===== config.mk =====
export PLATFORM = sky130hd
export DESIGN_NAME = spt_ctrl
export DESIGN_NICKNAME = d
export VERILOG_FILES = /design/src/design/speed_pid_throttle_assert.svh /design/src/design/spt_pkg.sv /design/src/design/spt_ctrl.sv
export SDC_FILE = /design/constraint.sdc
export NUM_CORES = 1
export LEC_CHECK = 0
export ABC_AREA = 1
export ABC_CLOCK_PERIOD_IN_PS = 1200
export BUFFER_PORTS_ARGS = -buffer_cell sky130_fd_sc_hd__buf_2
export CAP_MARGIN = 10
export CORE_AREA = 3 3 40 42
export CTS_CLUSTER_DIAMETER = 100
export DETAILED_ROUTE_END_ITERATION = 12
export DIE_AREA = 0 0 43 45
export PLACE_DENSITY = 0.66
export SYNTH_ARGS = -nofsm -noshare
export SYNTH_HDL_FRONTEND = slang
export SYNTH_SLANG_ARGS = --single-unit

===== constraint.sdc =====
create_clock -name clk -period 1.2 [get_ports clk]
set_input_delay 0 -clock clk [delete_from_list [all_inputs] [get_ports clk]]
set_output_delay 0 -clock clk [all_outputs]
set_load 0.05 [all_outputs]

===== src/design/speed_pid_throttle_assert.svh =====
// Assertion macros for the speed PID throttle block.
// Used by speed_pid_throttle.sv; needs clk and arst_n in scope.
`ifndef SPEED_PID_THROTTLE_ASSERT_SVH
`define SPEED_PID_THROTTLE_ASSERT_SVH
// Implication checked at every rising edge outside reset.
`define SPT_ASSERT_IMP(label, ante, cons, msg) \
	label: assert property (@(posedge clk) disable iff (!arst_n) (ante) |-> (cons)) \
		else $error(msg);
// Implication whose consequent is checked in the cycle after the antecedent.
`define SPT_ASSERT_NEXT(label, ante, cons, msg) \
	label: assert property (@(posedge clk) disable iff (!arst_n) (ante) |=> (cons)) \
		else $error(msg);
`endif


===== src/design/spt_pkg.sv =====
// Shared types and constants for the speed PID throttle block.
// No dependencies.
package spt_pkg;
	localparam int unsigned DATA_W = 32;
	localparam int unsigned OUT_W = 23;
	localparam int unsigned ERR_W = 34;
	localparam int unsigned REG_IDX_W = 2;
	localparam logic [REG_IDX_W-1:0] REG_GAIN_PROP = 2'd0;
	localparam logic [REG_IDX_W-1:0] REG_GAIN_INTEG = 2'd1;
	localparam logic [REG_IDX_W-1:0] REG_GAIN_DERIV = 2'd2;
	localparam logic [REG_IDX_W-1:0] REG_STEP_TIME = 2'd3;
	localparam logic [DATA_W-1:0] STEP_TIME_RESET = 32'd6554;

	typedef enum logic [3:0] {
		OP_NONE,
		OP_LOAD,    // take the beat, start the root
		OP_ROOT,    // one root step
		OP_ERR,     // form error, load integral product
		OP_MUL,     // one multiplier partial product
		OP_ACC,     // add the integral term and saturate
		OP_DIVSTART,// start both divisions
		OP_DIV,     // one step of both dividers
		OP_CLAMP,   // apply integral clamp, form derivative
		OP_TERM,    // load a gain term into the multiplier
		OP_SUM,     // add multiplier result into the sum
		OP_OUT      // clamp sum into the output register
	} op_t;

	typedef struct packed {
		op_t        op;
		logic [1:0] sel;  // which term for OP_TERM (unused by OP_SUM)
	} cmd_t;

	typedef struct packed {
		logic root_done;
		logic mul_done;
		logic div_done;
	} stat_t;
endpackage


===== src/design/spt_ctrl.sv =====
// Sequencer of the speed PID throttle: handshakes and datapath commands.
// Depends on spt_pkg; drives spt_datapath.
module spt_ctrl (
	input  logic           clk,
	input  logic           arst_n,
	input  logic           in_valid,
	output logic           in_ready,
	output logic           out_valid,
	input  logic           out_ready,
	input  spt_pkg::stat_t stat,
	output spt_pkg::cmd_t  cmd
);
	typedef enum logic [3:0] {
		S_IDLE, S_ROOT, S_ERR, S_MUL, S_WAITR, S_ACC, S_DIVS, S_DIV,
		S_CLAMP, S_TERM, S_TMUL, S_TWAIT, S_TSUM, S_OUT
	} state_t;

	state_t     state_q;
	logic [1:0] term_q;

	assign in_ready = (state_q == S_IDLE) && !(out_valid && !out_ready);

	// Iterative steps are issued only while their unit still reports work to do.
	always_comb begin
		cmd.op = spt_pkg::OP_NONE;
		cmd.sel = term_q;
		case (state_q)
			S_IDLE:  if (in_valid && in_ready) cmd.op = spt_pkg::OP_LOAD;
			S_ROOT:  if (!stat.root_done) cmd.op = spt_pkg::OP_ROOT;
			S_ERR:   cmd.op = spt_pkg::OP_ERR;
			S_MUL:   if (!stat.mul_done) cmd.op = spt_pkg::OP_MUL;
			S_TMUL:  if (!stat.mul_done) cmd.op = spt_pkg::OP_MUL;
			S_ACC:   cmd.op = spt_pkg::OP_ACC;
			S_DIVS:  cmd.op = spt_pkg::OP_DIVSTART;
			S_DIV:   if (!stat.div_done) cmd.op = spt_pkg::OP_DIV;
			S_CLAMP: cmd.op = spt_pkg::OP_CLAMP;
			S_TERM:  cmd.op = spt_pkg::OP_TERM;
			S_TSUM:  cmd.op = spt_pkg::OP_SUM;
			S_OUT:   cmd.op = spt_pkg::OP_OUT;
			default: cmd.op = spt_pkg::OP_NONE;
		endcase
	end

	always_ff @(posedge clk or negedge arst_n) begin
		if (!arst_n) begin
			state_q <= S_IDLE;
			term_q <= '0;
			out_valid <= 1'b0;
		end else begin
			if (out_valid && out_ready) out_valid <= 1'b0;
			case (state_q)
				S_IDLE: if (in_valid && in_ready) begin
					state_q <= S_ROOT;
				end
				S_ROOT:  if (stat.root_done) state_q <= S_ERR;
				S_ERR:   state_q <= S_MUL;
				S_MUL:   if (stat.mul_done) state_q <= S_WAITR;
				S_WAITR: state_q <= S_ACC;
				S_ACC:   state_q <= S_DIVS;
				S_DIVS:  state_q <= S_DIV;
				S_DIV:   if (stat.div_done) state_q <= S_CLAMP;
				S_CLAMP: begin
					term_q <= '0;
					state_q <= S_TERM;
				end
				S_TERM:  state_q <= S_TMUL;
				S_TMUL:  if (stat.mul_done) state_q <= S_TWAIT;
				S_TWAIT: state_q <= S_TSUM;
				S_TSUM: begin
					if (term_q == 2'd2) state_q <= S_OUT;
					else begin
						term_q <= term_q + 2'd1;
						state_q <= S_TERM;
					end
				end
				S_OUT: begin
					out_valid <= 1'b1;
					state_q <= S_IDLE;
				end
				default: state_q <= S_IDLE;
			endcase
		end
	end
endmodule


**Word level (Yosys, flattened, before mapping)**

Cells that the tools add are included.

- Register bits after elaboration: 7
- Output and inout port bits: 8
- Logic and storage cells: 52

- Equal/unequal tests: 20
- Reductions and logical operators: 12
- Multiplexer cells: 16
- $add $sub $neg: 1

Operators by type and width:

| kind | count |
|---|---|
| $pmux W4 S13 | 1 |
| $pmux W4 S11 | 1 |
| $eq A4 B4 Y1 const B | 6 |
| $mux W4 | 5 |
| $eq A4 B3 Y1 const B | 4 |
| $ne A2 B2 Y1 const B | 5 |
| $mux W3 | 3 |
| $eq A4 B2 Y1 const B | 2 |
| $reduce_and A5 Y1 | 1 |
| $eq A4 B1 Y1 const B | 1 |
| $logic_and A1 B1 Y1 | 4 |
| $logic_not A4 Y1 | 1 |
| $mux W2 | 2 |
| $pmux W2 S2 | 1 |
| $reduce_bool A2 Y1 | 2 |
| $mux W1 | 3 |
| $add A2 B1 Y2 const B | 1 |
| $eq A2 B2 Y1 const B | 1 |
| $logic_not A1 Y1 | 2 |
| $ne A2 B1 Y1 const B | 1 |
| $reduce_and A2 Y1 | 1 |
| $reduce_or A2 Y1 | 1 |

**Depth between registers and ports, before layout**

Gate-level depths: netlist of the first run.

- Word-level depth: 7
- Gate-level depth with buffers: 8
- Depth with buffers taken out: 8

**Worst setup path after synthesis of the first run**

No wires, ideal clock.

- Path kind: register to output
- From: register out_valid
- To: output cmd[2] (netlist name)
- Path buffers: 0
- Arrival time: 2460 ps
- Cell stages (with the launch flop): 6
- Required time: 1200 ps
- Path slack: -1260 ps
- Cell sequence: dfrtp_1 -> inv_1 -> nor2_1 -> nor3_1 -> nand2_1 -> o211ai_1

RTL lines:

| item | RTL line | RTL |
|---|---|---|
| start, declared | spt_ctrl.sv:8 | `output logic out_valid,` |
| start signal, assigned | spt_ctrl.sv:48 | `out_valid <= 1'b0;` |
| start signal, assigned | spt_ctrl.sv:50 | `if (out_valid && out_ready) out_valid <= 1'b0;` |
| start signal, assigned | spt_ctrl.sv:77 | `out_valid <= 1'b1;` |
| end, declared | spt_ctrl.sv:11 | `output spt_pkg::cmd_t cmd` |

==> results of run 1 <==
## cell usage after synthesis
| cell | number |
|---|---|
| nand2_1 | 24 |
| nand3_1 | 13 |
| inv_1 | 12 |
| nor2_1 | 12 |
| dfrtp_1 | 7 |
| a21oi_1 | 4 |
| inv_2 | 3 |
| o21ai_0 | 3 |
| nand2_2 | 2 |
| nor3_1 | 2 |
| ha_1 | 1 |
| nand3_2 | 1 |
| nand4_1 | 1 |
| nor2_2 | 1 |
| o211ai_1 | 1 |
| o21ai_4 | 1 |
| o31ai_1 | 1 |
## cells by family (layout without fill, tap and decap cells)
kind of cell / after synthesis / count (layout) / share of synthesized area (%)
adders and majority gates: 1 / 1 / 2.25
AOI/OAI and AO/OA: 10 / 10 / 11.9
and+or+nand+nor: 56 / 56 / 44.1
DFF: 7 / 7 / 31.5
buffers and inverters: 15 / 52 / 10.1
## worst max-delay path: cells and delay by family (launching register included)
family / cells / cell delay, ns
AO/OA/AOI/OAI: 2 / 0.16
buffers and inverters: 2 / 0.37
flip-flops: 1 / 0.43
AND/OR/NAND/NOR: 2 / 0.23
## stage by stage
stage               cell area [um2]  util, %
CTS                             900     70.0
detailed placement              801     62.3
global placement                801     62.3
finish                          961     74.8
floorplan                       607        -
global route                    961     74.8
## report_power, final
group / total, W / switching, W / internal [W]
clock network: 0.000212 / 0.0000905 / 0.000122
registers: 0.000477 / 0.000128 / 0.000349
logic: 0.00220 / 0.00135 / 0.000846
## layout make-up
class	instances	area (um2)	area share [%]
timing repair buffer	33	246	25.7
clock inverter	1	5.00	0.521
multi-input combinational	67	428	44.5
sequential	7	184	19.1
clock buffer	3	22.5	2.34
tap	15	18.8	1.95
inverter	15	56.3	5.86
## routing by layer
metal  share of wire, %  vias up  GRT usage, %  routed length [um]
li1                   -      360             -                   -
met1                 44      313          22.7                 739
met2                 51       17          31.1                 854
met3                4.8        0          7.17                  80
met4                  0        0          3.61                   0
met5                  0        -             0                   0
## state kept, by name, indices dropped and copies added (netlist names)
signal / flops
term_q: 2
state_q: 4
out_valid: 1
## worst min-delay path by stage
stage                      start                     end
after floorplan           arst_n   out_valid$_DFFE_PN0P_
after global placement    arst_n  state_q[3]$_DFFE_PN0P_
after detailed placement  arst_n  state_q[2]$_DFFE_PN0P_
after CTS                 arst_n  state_q[3]$_DFFE_PN0P_
after global routing      arst_n  state_q[1]$_DFFE_PN0P_
final                     arst_n   term_q[1]$_DFFE_PN0P_
## timing repair
| item | in CTS | in global routing |
|---|---|---|
| hold buffers | 2 | 0 |
| endpoints found under the hold margin | 8 | 0 |
| endpoints found under the setup margin | 10 | 11 |
| pin swaps | 3 | 4 |
| gates resized for setup | 14 | 17 |
| buffers inserted | 2 | 1 |
==> flow_summary.yaml, run 1 <==
job:
  maxCapViolCount: 0
setup_path:
  cp_slowest_cell: "dfrtp_2"
  critical_path_class: "reg -> out"
  crit_end: "cmd[2]"
  critical_path_arrival_ns: 1.44
  r2r_start: "state_q[3]$_DFFE_PN0P_"
  reg2reg_to: "term_q[0]$_DFFE_PN0P_"
  setup.worst_path.start_class: "flip-flop"
  r2r_cells: 7
  critical_path.max_fanout: 6
  startpoint: "state_q[2]$_DFFE_PN0P_"
  worst_path_most_repeated_cell: "buf_4"
  rrSetupSlack_ns: -0.08
  cp.required_ns: 1.20
  cp_cell_sequence: "buf_4 > nand3_1 > nor2_1 > a21oi_1 > o211ai_1 > buf_4"
  slowest_delay_ns: 0.43
  crit_path_end_kind: "primary output"
timing:
  max_freq_ghz: 0.694
  fin_tns_setup_ns: -1.06
  tightest_slew_ns: 0.242
  hold_ws_ns: 0.109
  worst_slew_margin_rel_pct: 83.8
  period_share_pct: 120
  rsz0062_at_grt: "true"
  skew_ns: 0.00145
  slew_viol_final: 0
  setup_violations: 10
  period_minus_slack_ns: 1.44
  finalHoldViolCount: 0
  fin_ws_ns: -0.242
drt:
  drc: 0
  wl_um: 1670
  drtIter0Drc: 18
  wl_per_cell_um: 11.9
  ant_nets: 0
  viasPerCell: 4.89
  vias: 690
  dr.pass1.iters: 4
layout:
  num_antenna_cells: 0
  final_cell_mix: "nand2_1 (18), buf_4 (16), nand3_1 (10), buf_2 (10), inv_1 (8)"
  post_route_cells_drive_above_1_share_pct: 58.7
  syn_to_final_growth_pct: 73.0
  fin_cells: 141
  final_common_cell: "nand2_1"
  fillers: 103
  num-nets-final: 135
placement:
  gp_congestion: 0.831
  pre_cts_slack_ns: -0.0416
  io_buffer_count: 14
  dp_cells: 132
  dp_hpwl_um: 1230
synthesis:
  synth.avg_cell_area_um2: 6.24
  ys_warn_count: 0
  yosysSeqAreaShare_pct: 31.5
  netlist.area_leader.share_pct: 31.5
  ys_seq_elements: 7
  synth_area_leaders: "dfrtp_1 (32%), nand2_1 (16%), nand3_1 (12%)"
  synthCells: 89
  syn_area_um2: 556
  synth_top_area_cell: "dfrtp_1"
  ys_types: 17
  syn_nets: 97
global_routing:
  grt_pass1_wl_um: 2620
  grt_antenna_before_repair: 0
  grt_pass1_vias: 635
  grt_max_degree: 8
  grt_overflow: 0
  grt_usage_pct: 18.5
floorplanning:
  core-area_um2: 1280
  row_count: 13
  io_pins: 15
  dieArea_um2: 1940
  fp.dieH_um: 45
  die_w_um: 43
  initial_core_util_pct: 43.2
pwr:
  p_per_area_nw_per_um2: 3010
  ir_drop_mv: 2.08
  p_leak_nw: 0.509
  power_w: 0.00289
cts:
  cts_tree: "done"
  clock_latency_ns: 0.25
  path_clk_slew_ns: 0.05
  cts_root_buffer: "clkbuf_4"
  cts.sinks: 7
  clk_path_buf_depth: 2
  cts_buffers: 3
  cts_max_level: 1
outcome:
  violations: "setup timing"
  outcome: "finished, violations left"
min_path:
  min_path_type: "in -> async"
Power figures use the tool's default switching activity.
==> inputs of run 2 (changes only) <==
Settings changed: ABC_CLOCK_PERIOD_IN_PS 1200 to 1850, GPL_TIMING_DRIVEN from default to 0.
Clock period 1.2 ns to 1.85 ns, I/O delays scaled along.
==> flow_summary.yaml, run 2 (synthesis gave the netlist of run 1 again) <==
setup_path:
  critical_path_arrival_ns: 1.64
  r2r_cells: 7
  rrSetupSlack_ns: 0.56
  r2r_start: "state_q[1]$_DFFE_PN0P_"
  critical_path.max_fanout: 7
  startpoint: "state_q[2]$_DFFE_PN0P_"
  reg2reg_to: "state_q[0]$_DFFE_PN0P_"
  setup.worst_path.start_class: "flip-flop"
  critical_path_class: "reg -> out"
  cp.required_ns: 1.85
  crit_path_end_kind: "primary output"
pwr:
  intPower_w: 0.000557
  p_comb_share_pct: 69.4
  p_switching_w: 0.000851
  ir_drop_mv: 1.02
  power_frac_seq_pct: 20.8
  p_leak_nw: 0.417
  switching_share_pct: 60.4
  p_per_area_nw_per_um2: 2000
  clkPwrFrac_pct: 9.8
floorplanning:
  initial_core_util_pct: 43.2
  dieArea_um2: 1940
  fp.dieH_um: 45
  io_pins: 15
  die_w_um: 43
  core-area_um2: 1280
  row_count: 13
drt:
  wl_um: 1320
  ant_nets: 0
  drc: 0
  viasPerCell: 4.99
  dr.pass1.iters: 4
  drtIter0Drc: 18
  vias: 619
  wl_per_cell_um: 10.6
layout:
  final_common_cell: "nand2_1"
  largest_reg_flops: 4
  top_regs: "state_q (4), term_q (2), out_valid (1)"
  top_register: "state_q"
  num_antenna_cells: 0
  final_cell_mix: "nand2_1 (24), buf_2 (14), nand3_1 (13), nor2_1 (12), inv_1 (12)"
  syn_to_final_growth_pct: 26.6
  num-nets-final: 118
  post_route_cells_drive_above_1_share_pct: 24.8
timing:
  period_minus_slack_ns: 1.64
  fin_tns_setup_ns: 0
  max_freq_ghz: 0.610
  setup_violations: 0
  finalHoldViolCount: 0
  worst_slew_margin_rel_pct: 75.9
  tightest_slew_ns: 0.360
  skew_ns: 0.00122
  fin_ws_ns: 0.210
  period_share_pct: 88.6
  rsz0062_at_grt: "false"
  slew_viol_final: 0
placement:
  dp_hpwl_um: 1130
  io_buffer_count: 14
  pre_cts_slack_ns: 0.506
  gp_congestion: 0.853
outcome:
  outcome: "finished, final reports clean"
global_routing:
  grt_overflow: 0
  grt_pass1_vias: 550
  grt_pass1_wl_um: 2290
  grt_antenna_before_repair: 0
  grt_usage_pct: 15.9
  grt_max_degree: 8
cts:
  cts_buffers: 3
  cts.sinks: 7
  cts_root_buffer: "clkbuf_4"
  clock_latency_ns: 0.25
  cts_max_level: 1
  clk_path_buf_depth: 2
  path_clk_slew_ns: 0.05
  cts_tree: "done"
min_path:
  hold_path_end: "state_q[3]$_DFFE_PN0P_"
  min_path_type: "in -> reg"
  min_path_cells: 4
  hold_start: "stat[1]"
job:
  maxCapViolCount: 0
==> run 2: cell count changes in the layout (fill, tap and decap cells not counted), moves of 3 or more <==
cell,change
nor2_2,-4
dfrtp_1,+7
buf_2,+4
buf_6,-5
nand2_2,-5
nand2_1,+6
inv_2,-4
nor2_1,+6
nand3_1,+3
inv_1,+4
dfrtp_2,-7
buf_4,-16
==> run 2: worst max-delay path by stage <==
stage	endpoint	slack, ns	cells after the start
2_1_floorplan	cmd[2]	0.08	5
3_3_place_gp	cmd[3]	0.52	6
3_5_place_dp	cmd[3]	0.51	6
4_1_cts	cmd[3]	0.23	6
5_1_grt	cmd[3]	0.08	6
6_report	cmd[3]	0.21	6
==> run 2: what timing repair did <==
item | in CTS | in global routing
setup buffers | 0 | 0
hold buffers | 2 | 0
hold endpoints to repair | 8 | 0
resized for setup | 0 | 0
==> run 2: power by group through the flow <==
stage / sequential (W) / combinational [W] / clock [W]
after floorplan: 0.000335 / 0.000737 / 0
after global placement: 0.000294 / 0.000967 / 0
after detailed placement: 0.000296 / 0.000973 / 0
after CTS: 0.000294 / 0.000982 / 0.000142
after global routing: 0.000307 / 0.00108 / 0.000151
final: 0.000293 / 0.000978 / 0.000138
==> run 2: area by class of cell <==
type | count | area [um2]
Fill cell | 145 | 582
Clock buffer | 3 | 22.5
Sequential cell | 7 | 175
Multi-Input combinational cell | 67 | 335
Clock inverter | 1 | 5.00
Inverter | 15 | 56.3
Tap cell | 15 | 18.8
Timing Repair Buffer | 16 | 90.1
==> run 2: routing by layer <==
metal / wire (um) / global-route usage (%) / share of wire, %
met2: 655 / 26.6 / 50
met1: 587 / 19.8 / 45
met3: 76 / 6.77 / 5.8
met5: 0 / 0 / 0
met4: 0 / 1.81 / 0
==> run 2: metrics by stage <==
step / utilization (%) / power, W / instance area [um2] / std cells / hold slack [ns]
6_report: 54.7 / 0.00141 / 703 / 124 / 0.0850
5_1_grt: 54.7 / 0.00154 / 703 / 124 / 0.112
4_1_cts: 54.7 / 0.00142 / 703 / 124 / 0.0809
3_5_place_dp: 51.0 / 0.00127 / 656 / 118 / -0.158
3_3_place_gp: 51.0 / 0.00126 / 656 / 118 / -0.161
2_1_floorplan: - / 0.00107 / 567 / 89 / -0.296
==> run 2: worst max-delay path, cell delays in order (launching register included) <==
cell     delay [ns]
dfrtp_1        0.45
nor2_1         0.32
nand2_1        0.08
nor2_1         0.10
nor2_1         0.09
nand4_1        0.08
buf_2          0.27
